===== config.mk =====
export PLATFORM = sky130hd
export DESIGN_NAME = sbf_mod_unit
export DESIGN_NICKNAME = d
export VERILOG_FILES = /design/src/hw/rtl/salted_bloom_filter_macros.svh /design/src/hw/rtl/sbf_pkg.sv /design/src/hw/rtl/sbf_mod_unit.sv
export SDC_FILE = /design/constraint.sdc
export NUM_CORES = 1
export LEC_CHECK = 0
export BUFFER_PORTS_ARGS = -buffer_cell sky130_fd_sc_hd__buf_2
export CAP_MARGIN = 25
export CORE_MARGIN = 2
export CORE_UTILIZATION = 55
export CTS_CLUSTER_DIAMETER = 150
export DETAILED_ROUTE_END_ITERATION = 8
export PLACE_DENSITY = 0.87
export SYNTH_ARGS = -nofsm -noshare
export SYNTH_HDL_FRONTEND = slang
export SYNTH_SLANG_ARGS = --single-unit

===== constraint.sdc =====
create_clock -name i_clk -period 12.3 [get_ports i_clk]
set_input_delay 0.615 -clock i_clk [delete_from_list [all_inputs] [get_ports i_clk]]
set_output_delay 0.615 -clock i_clk [all_outputs]
set_load 0.02 [all_outputs]

===== src/hw/rtl/salted_bloom_filter_macros.svh =====
// ----------------------------------------------------------------------------
// Salted Bloom filter assertion macros
// Shared assertion wrappers for the filter RTL; empty when SYNTH is defined.
// ----------------------------------------------------------------------------
`ifndef SALTED_BLOOM_FILTER_MACROS_SVH
`define SALTED_BLOOM_FILTER_MACROS_SVH
`ifndef SYNTH
// Same-cycle implication, switched off while reset is held.
`define SBF_ASSERT_IMPLIES(label, clk, rst_n, ante, cons) \
    label: assert property (@(posedge clk) disable iff (!(rst_n)) (ante) |-> (cons)) \
        else $error("salted_bloom_filter: assertion failed");
// Next-cycle implication, switched off while reset is held.
`define SBF_ASSERT_NEXT(label, clk, rst_n, ante, cons) \
    label: assert property (@(posedge clk) disable iff (!(rst_n)) (ante) |=> (cons)) \
        else $error("salted_bloom_filter: assertion failed");
`else
`define SBF_ASSERT_IMPLIES(label, clk, rst_n, ante, cons)
`define SBF_ASSERT_NEXT(label, clk, rst_n, ante, cons)
`endif
`endif


===== src/hw/rtl/sbf_pkg.sv =====
// ----------------------------------------------------------------------------
// Salted Bloom filter package
// Field widths, command and register codes, remainder unit sizing and the
// salt table shared by the filter modules.
// ----------------------------------------------------------------------------
`default_nettype none

package sbf_pkg;

    // Field widths of the word and the configuration registers.
    localparam int CMD_W   = 2;
    localparam int HASH_W  = 32;
    localparam int SLOT_W  = 10;
    localparam int DATA_W  = 32;
    localparam int TW_W    = 11;
    localparam int NS_W    = 7;
    localparam int BIT_W   = 5;

    // Commands.
    localparam logic [CMD_W-1:0] CMD_INSERT = 2'd0;
    localparam logic [CMD_W-1:0] CMD_QUERY  = 2'd1;
    localparam logic [CMD_W-1:0] CMD_READ   = 2'd2;

    // Register map, selected by address bit 2.
    localparam int         APB_ADDR_W      = 3;
    localparam logic       REG_TABLE_WORDS = 1'b0;
    localparam logic       REG_NUM_SALTS   = 1'b1;
    localparam logic [TW_W-1:0] TABLE_WORDS_RST = 11'd1024;
    localparam logic [NS_W-1:0] NUM_SALTS_RST   = 7'd4;

    // Remainder unit: a 27-bit word index dividend, padded to 28 bits and
    // consumed four bits per round.
    localparam int MOD_DVD_W  = HASH_W - BIT_W;
    localparam int MOD_DIGITS = 4;
    localparam int MOD_ROUNDS = (MOD_DVD_W + MOD_DIGITS - 1) / MOD_DIGITS;
    localparam int MOD_PAD_W  = MOD_ROUNDS * MOD_DIGITS;
    localparam int MOD_CNT_W  = $clog2(MOD_ROUNDS);

    // Salt table; the first entry is zero so probe zero uses the bare hash.
    localparam logic [NS_W-1:0] SALT_COUNT = 7'd65;
    localparam logic [HASH_W-1:0] SALT_ROM [0:64] = '{
        32'h00000000,
        32'h1953c322, 32'h588ccf17, 32'h64bf600c, 32'ha6be3f3d,
        32'h341a02ea, 32'h15b03217, 32'h3b062858, 32'h5956fd06,
        32'h18b5624f, 32'he3be0b46, 32'h20ffcd5c, 32'ha35dfd2b,
        32'h1fc4a9bf, 32'h57c45d5c, 32'ha8661c4a, 32'h4f1b74d2,
        32'h5a6dde13, 32'h3b18dac6, 32'h05a8afbf, 32'hbbda2fe2,
        32'ha2520d78, 32'he7934849, 32'hd541bc75, 32'h09a55b57,
        32'h9b345ae2, 32'hfc2d26af, 32'h38679cef, 32'h81bd1e0d,
        32'h654681ae, 32'h4b3d87ad, 32'hd5ff10fb, 32'h23b32f67,
        32'hafc7e366, 32'hdd955ead, 32'he7c34b1c, 32'hfeace0a6,
        32'heb16f09d, 32'h3c57a72d, 32'h2c8294c5, 32'hba92662a,
        32'hcd5b2d14, 32'h743936c8, 32'h2489beff, 32'hc6c56e00,
        32'h74a4f606, 32'hb244a94a, 32'h5edfc423, 32'hf1901934,
        32'h24af7691, 32'hf6c98b25, 32'hea25af46, 32'h76d5f2e6,
        32'h5e33cdf2, 32'h445eb357, 32'h88556bd2, 32'h70d1da7a,
        32'h54449368, 32'h381020bc, 32'h1c0520bf, 32'hf7e44942,
        32'ha27e2a58, 32'h66866fc5, 32'h12519ce7, 32'h437a8456
    };

endpackage

`default_nettype wire


===== src/hw/rtl/sbf_mod_unit.sv =====
// ----------------------------------------------------------------------------
// Filter remainder unit
// Restoring remainder of a 27-bit word index by the table size in words,
// four dividend bits per clock, with a done pulse once the remainder is ready.
// ----------------------------------------------------------------------------
`default_nettype none

module sbf_mod_unit (
    input  wire logic                          i_clk,
    input  wire logic                          i_rst_n,
    input  wire logic                          i_start,
    input  wire logic [sbf_pkg::MOD_DVD_W-1:0] i_dividend,
    input  wire logic [sbf_pkg::TW_W-1:0]      i_divisor,
    output logic                               o_done,
    output logic      [sbf_pkg::TW_W-1:0]      o_rem
);

    logic                              r_busy;
    logic [sbf_pkg::MOD_CNT_W-1:0]     r_cnt;
    logic [sbf_pkg::MOD_PAD_W-1:0]     r_dvd;
    logic [sbf_pkg::TW_W-1:0]          r_rem;
    logic [sbf_pkg::TW_W-1:0]          w_rem_step;
    logic [sbf_pkg::TW_W:0]            w_trial;

    // Four restoring steps per round; the divisor stays fixed while busy.
    // A partial remainder is always below the divisor, so a trial value is
    // below twice the divisor and one compare and subtract suffices.
    always_comb begin
        w_rem_step = r_rem;
        w_trial    = '0;
        for (int i = 0; i < sbf_pkg::MOD_DIGITS; i++) begin
            w_trial = {w_rem_step, r_dvd[sbf_pkg::MOD_PAD_W-1-i]};
            if (w_trial >= {1'b0, i_divisor}) begin
                w_rem_step = sbf_pkg::TW_W'(w_trial - {1'b0, i_divisor});
            end else begin
                w_rem_step = w_trial[sbf_pkg::TW_W-1:0];
            end
        end
    end

    // Round counter and done pulse.
    always_ff @(posedge i_clk) begin
        if (!i_rst_n) begin
            r_busy <= 1'b0;
            r_cnt  <= '0;
            o_done <= 1'b0;
        end else begin
            o_done <= 1'b0;
            if (i_start) begin
                r_busy <= 1'b1;
                r_cnt  <= '0;
            end else if (r_busy) begin
                r_cnt <= r_cnt + sbf_pkg::MOD_CNT_W'(1);
                if (r_cnt == sbf_pkg::MOD_CNT_W'(sbf_pkg::MOD_ROUNDS - 1)) begin
                    r_busy <= 1'b0;
                    o_done <= 1'b1;
                end
            end
        end
    end

    // Dividend shifter and partial remainder.
    always_ff @(posedge i_clk) begin
        if (i_start) begin
            r_dvd <= sbf_pkg::MOD_PAD_W'(i_dividend);
            r_rem <= '0;
        end else if (r_busy) begin
            r_dvd <= r_dvd << sbf_pkg::MOD_DIGITS;
            r_rem <= w_rem_step;
        end
    end

    assign o_rem = r_rem;

endmodule

`default_nettype wire

==> flow_summary_export.csv, run 1 <==
group,metric,value,unit
timing,fin_crit_sh,84.00,%
grt,track_usage,25.79,%
worst_setup_path,crit_top_cell,"ha_1",
grt,grt_pass1_vias,3569,
clocking,clkSinkCount,44,
logic_synthesis,async_reset_ff_share,0,%
routing,route.vias.total,3915,
logic_synthesis,synth_top_cell_area_share,18.38,%
final_layout,fin_cells,625,
logic_synthesis,synthMuxAreaShare,11.97,%
timing,period_needed,10.33,ns
logic_synthesis,synthFlopType,"edfxtp_1",
timing,tightest_slew,0.8634,ns
clocking,clk_pin_slew,0.08,ns
final_layout,layout_commonest_cell,"buf_2",
routing,routed_wl,11030,um
final_layout,final_cell_area,4833,um^2
floorplanning,die_h,93.55,um
min_path,min_path_type,"flip-flop to flip-flop",
clocking,cts-resized-gates,0,
logic_synthesis,synth_area_per_cell,9.150,um^2
routing,wire_per_inst,17.65,um
floorplanning,fp.coreArea,7767,um^2
placed_design,place_hpwl,8600,um
clocking,cts_root_buf,"clkbuf_8",
final_layout,final_nets,613,
timing,final_hold_viol_count,0,
timing,clock-skew-final,0.008984,ns
floorplanning,die_w,93.55,um
logic_synthesis,synth_seq_cells,44,
logic_synthesis,postSynthCellCount,482,
grt,grt_pass1_wl,17800,um
floorplanning,die_area,8752,um^2
clocking,h-tree-depth,2,
grt,grt_max_degree,42,
routing,drt_iter0_drc,359,
run_status,status,"complete, no violations",
routing,first_pass_iters,5,
routing,drc,0,
logic_synthesis,synth_seq_area_share,26.10,%
logic_synthesis,synth_top_family_by_area,"compound AO/OA/AOI/OAI gates",
logic_synthesis,yosysWarnings,0,
timing,fmax,96.78,MHz
final_layout,area_growth,9.589,%
timing,fin_setup_tns,0,ns
floorplanning,start_util,56.78,%
worst_setup_path,path_max_fanout,14,
job,drv_cap,0,
timing,slew_viol_final,0,
logic_synthesis,synth_area_leaders,"edfxtp_1 18%, ha_1 13%, dfxtp_1 7.7%",
logic_synthesis,synth_cell_type_count,69,
placed_design,port_buffers,52,
routing,postRouteAntennaNets,0,
worst_setup_path,worstPathRequired,12.47,ns
clocking,cts_buffers,5,
routing,vias_per_cell,6.264,
final_layout,layout_common_cells,"52 x buf_2, 46 x ha_1, 38 x nand2_1",
worst_setup_path,arrival,10.50,ns
timing,setup_viol,0,
logic_synthesis,syn_nets,573,
logic_synthesis,synthSimpleGateAreaFrac,15.94,%
logic_synthesis,yosys.area.top_type,"edfxtp_1",
logic_synthesis,synth_edf_count,27,
final_layout,layout-drive-gt1-share,21.41,%
logic_synthesis,syn-cell-area,4410,um^2
final_layout,n_fill_cell,646,
worst_setup_path,cp_slowest_stage_delay,0.71,ns
logic_synthesis,synthAdderAreaFrac,14.87,%
clocking,cts_setup_buffers,0,
timing,grt_setup_unrepaired,"false",
worst_setup_path,crit_slowest_cell,"nor3b_2",
placed_design,gp_congestion,0.9485,
worst_setup_path,critPathKind,"input port to flip-flop",
floorplanning,pin_count,53,
logic_synthesis,synth_compound_area_share,20.51,%
clocking,clock_path_buffers,2,
final_layout,n_antenna_cell,0,
logic_synthesis,synthXorXnorAreaFrac,5.362,%
grt,antenna_found_initial,0,
clocking,cts_tree,"built",
timing,relSlewSlack,42.19,%
placed_design,dp_cells,616,
placed_design,placed_cell_area,4691,um^2
floorplanning,rows,32,
clocking,hold_buffers,0,
grt,gr-total-overflow,0,
clocking,worstSkewPairLatency,0.30,ns
worst_setup_path,critPathLaunchType,"input port",
worst_setup_path,endpoint_kind,"flip-flop",
[cell usage after synthesis (3+ instances only)]
| master | instances |
|---|---|
| o21ai_0 | 27 |
| xnor2_1 | 14 |
| o211ai_1 | 4 |
| fa_1 | 4 |
| xor2_1 | 13 |
| mux2_4 | 6 |
| mux2i_1 | 10 |
| edfxtp_1 | 27 |
| clkbuf_1 | 9 |
| nor2b_1 | 8 |
| o2111ai_1 | 3 |
| o41ai_1 | 3 |
| and2_1 | 5 |
| mux2_2 | 30 |
| buf_6 | 3 |
| dfxtp_1 | 17 |
| a21o_1 | 8 |
| nor2_1 | 30 |
| or3_1 | 4 |
| ha_1 | 46 |
| nand3_1 | 12 |
| a21oi_1 | 27 |
| buf_2 | 5 |
| o21a_1 | 5 |
| a31o_1 | 7 |
| nand4_1 | 7 |
| a211o_1 | 3 |
| and3_1 | 3 |
| nor3_1 | 5 |
| o32ai_1 | 5 |
| nand3b_1 | 3 |
| a211oi_1 | 3 |
| inv_1 | 33 |
| nand2b_1 | 10 |
| nand2_1 | 38 |
| a31oi_1 | 4 |
[state kept, by name, summed over array words and instances (netlist names)]
name,count
o_done,1
r_cnt,3
o_rem,11
r_busy,1
r_dvd,28
[final cells by class]
type                            count  area (um^2)  area share, %
Clock buffer                        5        68.82          1.424
Clock inverter                      3        46.29         0.9578
Inverter                           33        123.9          2.563
Multi-Input combinational cell    385         3028          62.65
Sequential cell                    44         1151          23.82
Tap cell                          102        127.6          2.640
Timing Repair Buffer               53        287.8          5.954
[final timing paths]
path	endpoint	cells past startpoint	slack, ns	start
min reg2reg	o_done	2	0.50	r_cnt[2]
max	o_rem[10]	34	1.97	i_divisor[7]
min	o_done	2	0.50	r_cnt[2]
max reg2reg	o_rem[10]	31	2.13	o_rem[8]
[metal layers]
metal	routed length [um]	track usage, %	vias up
met5	0	0	-
met4	316	8.092	0
met3	830	3.868	23
met2	5092	40.89	178
met1	4790	36.32	1847
li1	-	-	1867
[kinds of logic after synthesis]
family | count (synthesis)
buffers and inverters | 53
adders and majority gates | 50
DFF | 44
and+or+nand+nor | 137
AOI/OAI and AO/OA | 125
xor gates and xnor gates | 27
muxes | 46
[through the flow]
step	utilization, %	hold WS, ns	setup slack (ns)
2_1_floorplan	-	0.4554	3.607
3_3_place_gp	60.39	0.4736	2.320
3_5_place_dp	60.39	0.4796	1.917
4_1_cts	61.87	0.4917	2.223
5_1_grt	62.23	0.5296	1.446
6_report	62.23	0.4967	1.968
[critical path, delay by kind of cell]
family                     cells  cell delay [ns]
AOI/OAI and AO/OA             15             3.86
and+or+nand+nor               11             3.34
adders and majority gates      4             1.59
muxes                          2             0.76
buffers and inverters          2             0.35
Power of run 1 is left out: the tool's default activity adds up to more than one toggle a clock period on the data nets, which glitch-free logic cannot reach.
==> inputs of run 2 (changes only) <==
==> constraint.sdc (replaced) <==
create_clock -name i_clk -period 10.45 [get_ports i_clk]
set_input_delay 0.5225 -clock i_clk [delete_from_list [all_inputs] [get_ports i_clk]]
set_output_delay 0.5225 -clock i_clk [all_outputs]
set_load 0.02 [all_outputs]
==> run 2 against run 1 <==
Compared with the run above: clock-buffer cell count up 1; clock skew up 0.0015 ns; via count down 0.95%; worst setup slack worse by 1.4 ns; critical endpoint unchanged; critical path type is now flip-flop to flip-flop; utilization down 0.11 points.
==> flow_summary_export.csv, run 2 (same netlist as run 1, synthesis figures left out) <==
group,metric,value,unit
run_status,status,"complete, no violations",
routing,first_pass_iters,5,
worst_setup_path,worstPathRequired,10.62,ns
final_layout,largest_reg_flops,28,
worst_setup_path,crit_slowest_cell,"nor3b_2",
routing,drt_iter0_drc,288,
worst_setup_path,arrival,10.05,ns
routing,route.vias.total,3878,
clocking,clock_path_buffers,2,
final_layout,layout_commonest_cell,"buf_2",
clocking,clk_pin_slew,0.09,ns
timing,grt_setup_unrepaired,"false",
grt,grt_max_degree,42,
grt,antenna_found_initial,0,
final_layout,fin_cells,626,
timing,period_needed,9.876,ns
timing,tightest_slew,0.8157,ns
worst_setup_path,critPathKind,"flip-flop to flip-flop",
final_layout,layout_common_cells,"52 x buf_2, 46 x ha_1, 38 x nand2_1",
timing,fin_crit_sh,94.51,%
floorplanning,die_h,93.55,um
min_path,min_path_type,"input port to flip-flop",
clocking,cts_buffers,5,
placed_design,place_hpwl,8692,um
grt,track_usage,25.86,%
timing,fin_setup_tns,0,ns
routing,vias_per_cell,6.195,
routing,drc,0,
worst_setup_path,crit_buf_inv,2,
floorplanning,fp.coreArea,7767,um^2
final_layout,top_register,"r_dvd",
worst_setup_path,critPathLaunchType,"flip-flop",
placed_design,port_buffers,52,
grt,grt_pass1_wl,17800,um
final_layout,area_growth,9.390,%
grt,grt_pass1_vias,3652,
final_layout,n_antenna_cell,0,
final_layout,final_nets,614,
floorplanning,die_w,93.55,um
grt,gr-total-overflow,0,
timing,relSlewSlack,45.62,%
worst_setup_path,endpoint_kind,"flip-flop",
floorplanning,rows,32,
timing,final_hold_viol_count,0,
timing,setup_viol,0,
clocking,clkSinkCount,44,
placed_design,gp_congestion,0.9676,
floorplanning,start_util,56.78,%
worst_setup_path,path_max_fanout,14,
final_layout,layout-drive-gt1-share,21.76,%
worst_setup_path,crit_top_cell,"ha_1",
timing,slew_viol_final,0,
routing,postRouteAntennaNets,0,
worst_setup_path,critPathTopFamily,"compound AO/OA/AOI/OAI gates",
floorplanning,die_area,8752,um^2
floorplanning,pin_count,53,
worst_setup_path,cp_slowest_stage_delay,0.49,ns
routing,routed_wl,11110,um
routing,wire_per_inst,17.74,um
clocking,worstSkewPairLatency,0.30,ns
clocking,cts_tree,"built",
clocking,h-tree-depth,2,
clocking,cts_setup_buffers,0,
final_layout,final_util,62.11,%
placed_design,dp_cells,617,
timing,fmax,101.3,MHz
job,drv_cap,0,
final_layout,final_cell_area,4825,um^2
placed_design,placed_cell_area,4698,um^2
timing,clock-skew-final,0.01052,ns
clocking,cts_root_buf,"clkbuf_8",
[run 2: cell count changes in the layout (fill, tap and decap cells not counted), sizes merged]
cell      previous run  this run
buf                 53        54
bufinv               1         0
clkbuf               5         6
clkinvlp             1         2
inv                 34        33
[run 2: worst paths after layout]
kind | depth (start not counted) | end | slack [ns] | start
hold reg to reg | 2 | o_done | 0.49 | r_cnt[2]
setup reg to reg | 35 | o_rem[10] | 0.57 | r_dvd[27]
hold / removal | 2 | r_busy | 0.46 | i_rst_n
setup / recovery | 35 | o_rem[10] | 0.57 | r_dvd[27]
[run 2: metrics by stage]
| step | hold WS (ns) | worst slack, ns |
|---|---|---|
| after global routing | 0.4676 | 0.09615 |
| after global placement | 0.4733 | 0.8677 |
| after detailed placement | 0.4884 | 0.4223 |
| final | 0.4590 | 0.5741 |
| after floorplan | 0.4554 | 1.849 |
| after CTS | 0.4584 | 0.7181 |
[run 2: layer usage]
metal / up-vias / part of all wire (%) / global-route usage [%]
li1: 1865 / - / -
met3: 29 / 6.2 / 3.546
met4: 0 / 2.9 / 8.937
met5: - / 0 / 0
met2: 160 / 47 / 41.79
met1: 1824 / 44 / 35.61
[run 2: worst register-to-register path, delay by kind of cell, from the launching register on]
| family | cells | cell delay [ns] |
|---|---|---|
| adder cells (fa/ha/maj) | 5 | 1.66 |
| AND/OR/NAND/NOR | 11 | 2.97 |
| AO/OA/AOI/OAI | 15 | 3.94 |
| flip-flops | 1 | 0.35 |
| multiplexers | 2 | 0.64 |
| buffers and inverters | 2 | 0.17 |
[run 2: repair_timing]
item                                    in CTS  in global routing
endpoints found under the setup margin       0                  3
hold buffers                                 0                  0
resized for setup                            0                  1
[run 2: layout make-up]
type                    instances  area (um^2)
clock buffers                   6        82.58
flip-flops and latches         44         1151
repair buffers                 54        295.3
multi-input cells             385         3029
inverters                      33        123.9
fillers                       641         2943
well taps                     102        127.6
clock inverters                 2        15.01
Power of run 2 is left out for the same reason.
==> inputs of run 3 (changes only) <==
--- a/config.mk
+++ b/config.mk
@@ -8,10 +8,10 @@
 export BUFFER_PORTS_ARGS = -buffer_cell sky130_fd_sc_hd__buf_2
 export CAP_MARGIN = 25
 export CORE_MARGIN = 2
-export CORE_UTILIZATION = 55
+export CORE_UTILIZATION = 51
 export CTS_CLUSTER_DIAMETER = 150
 export DETAILED_ROUTE_END_ITERATION = 8
-export PLACE_DENSITY = 0.87
+export PLACE_DENSITY = 0.82
 export SYNTH_ARGS = -nofsm -noshare
 export SYNTH_HDL_FRONTEND = slang
 export SYNTH_SLANG_ARGS = --single-unit
==> run 3 against run 2 <==
Compared with the run above: clock skew fell by 0.0035 ns; global-route usage fell by 2.2 points; first-iteration DRC count fell by 9.4%; sequential share of layout area fell by 0.13 points; via count rose by 0.72%; register-to-register slack barely moved; cell count rose by 0.48%; utilization fell by 3.7 points; wire length rose by 3.0%.
==> flow_summary_export.csv, run 3 (same netlist as run 1, synthesis figures left out) <==
group,metric,value,unit
run_status,status,"complete, no violations",
clocking,cts_tree,"built",
job,drv_cap,0,
worst_setup_path,crit_top_cell,"ha_1",
placed_design,place_hpwl,9024,um
clocking,h-tree-depth,2,
floorplanning,start_util,53.14,%
clocking,hold_buffers,0,
worst_setup_path,path_max_fanout,14,
grt,grt_max_degree,42,
worst_setup_path,arrival,10.08,ns
worst_setup_path,r2r_slack,0.56,ns
timing,period_needed,9.917,ns
min_path,min_path_type,"input port to flip-flop",
worst_setup_path,worstRegToRegCells,35,
min_path,holdPathStages,2,
timing,fmax,100.8,MHz
timing,clock-skew-final,0.006988,ns
grt,gr-total-overflow,0,
floorplanning,die_area,9408,um^2
clocking,cts-resized-gates,0,
timing,fin_setup_tns,0,ns
timing,hold_ws,0.4621,ns
worst_setup_path,critPathKind,"input port to flip-flop",
floorplanning,rows,33,
worst_setup_path,endpoint_kind,"flip-flop",
grt,grt_pass1_vias,3695,
final_layout,layout-drive-gt1-share,21.56,%
floorplanning,pin_count,53,
final_layout,layout_common_cells,"52 x buf_2, 46 x ha_1, 38 x nand2_1",
clocking,clkSinkCount,44,
min_path,worstHoldEndpoint,"r_busy",
timing,final_hold_viol_count,0,
worst_setup_path,r2r_start,"r_dvd[27]",
timing,setup_viol,0,
worst_setup_path,cp_slowest_stage_delay,0.53,ns
placed_design,dpl_worst_slack,0.4605,ns
final_layout,area_growth,9.986,%
grt,antenna_found_initial,0,
worst_setup_path,critPathLaunchType,"input port",
timing,fin_crit_sh,94.90,%
routing,drt_iter0_drc,261,
floorplanning,fp.coreArea,8299,um^2
clocking,clk_pin_slew,0.08,ns
grt,grt_pass1_wl,18360,um
final_layout,largest_reg_flops,28,
worst_setup_path,crit_path_start,"i_divisor[9]",
floorplanning,die_h,97.00,um
placed_design,port_buffers,52,
clocking,worstSkewPairLatency,0.30,ns
timing,relSlewSlack,44.86,%
timing,fin_ws,0.5331,ns
routing,route.vias.total,3906,
worst_setup_path,timing.rr.end,"o_rem[10]",
clocking,cts_buffers,5,
routing,routed_wl,11440,um
grt,track_usage,23.71,%
clocking,cts_root_buf,"clkbuf_8",
timing,grt_setup_unrepaired,"false",
routing,drc,0,
routing,postRouteAntennaNets,0,
final_layout,layout_commonest_cell,"buf_2",
clocking,cts_setup_buffers,0,
timing,tightest_slew,0.8240,ns
timing,slew_viol_final,0,
final_layout,top_register,"r_dvd",
final_layout,n_antenna_cell,0,
routing,vias_per_cell,6.210,
min_path,hold_start,"i_rst_n",
routing,first_pass_iters,7,
worst_setup_path,crit_slowest_cell,"and2_1",
final_layout,final_nets,614,
routing,wire_per_inst,18.18,um
clocking,clock_path_buffers,2,
floorplanning,die_w,97.00,um
placed_design,gp_congestion,1.044,
worst_setup_path,worstPathRequired,10.61,ns
run 3: how the worst max path moves through the flow:
stage / end / slack [ns] / cells past startpoint
detailed placement: o_rem[10] / 0.46 / 35
global route: o_rem[6] / 0.09 / 34
global placement: o_rem[10] / 0.85 / 35
finish: o_rem[10] / 0.53 / 34
floorplan: o_rem[3] / 1.85 / 39
CTS: o_rem[2] / 0.75 / 35
run 3: layout make-up:
class,instances,area [um^2]
fillers,711,3448
multi-input cells,385,3028
flip-flops and latches,44,1151
repair buffers,54,295.3
well taps,105,131.4
inverters,33,123.9
clock buffers,6,82.58
clock inverters,2,38.79
run 3: stage by stage:
stage | area [um^2] | instances | utilization (%)
3_5_place_dp | 4702 | 620 | 56.66
6_report | 4851 | 629 | 58.45
5_1_grt | 4851 | 629 | 58.45
4_1_cts | 4823 | 628 | 58.12
2_1_floorplan | 4410 | 482 | -
3_3_place_gp | 4702 | 620 | 56.66
run 3: worst max-delay path: cells and delay by family:
kind / cells / cell delay (ns)
fa+ha+maj: 4 / 1.38
mux: 2 / 0.78
simple gates: 10 / 2.98
buf+inv: 3 / 0.33
compound gates: 15 / 4.05
run 3: per-layer routing:
layer / track usage, % / share of wire (%) / wire length [um] / vias to the layer above
li1: - / - / - / 1871
met1: 31.22 / 43 / 4887 / 1857
met5: 0 / 0 / 0 / -
met4: 6.717 / 2.4 / 274 / 0
met2: 40.33 / 48 / 5466 / 151
met3: 3.685 / 7.1 / 808 / 27
Power of run 3 is left out for the same reason.
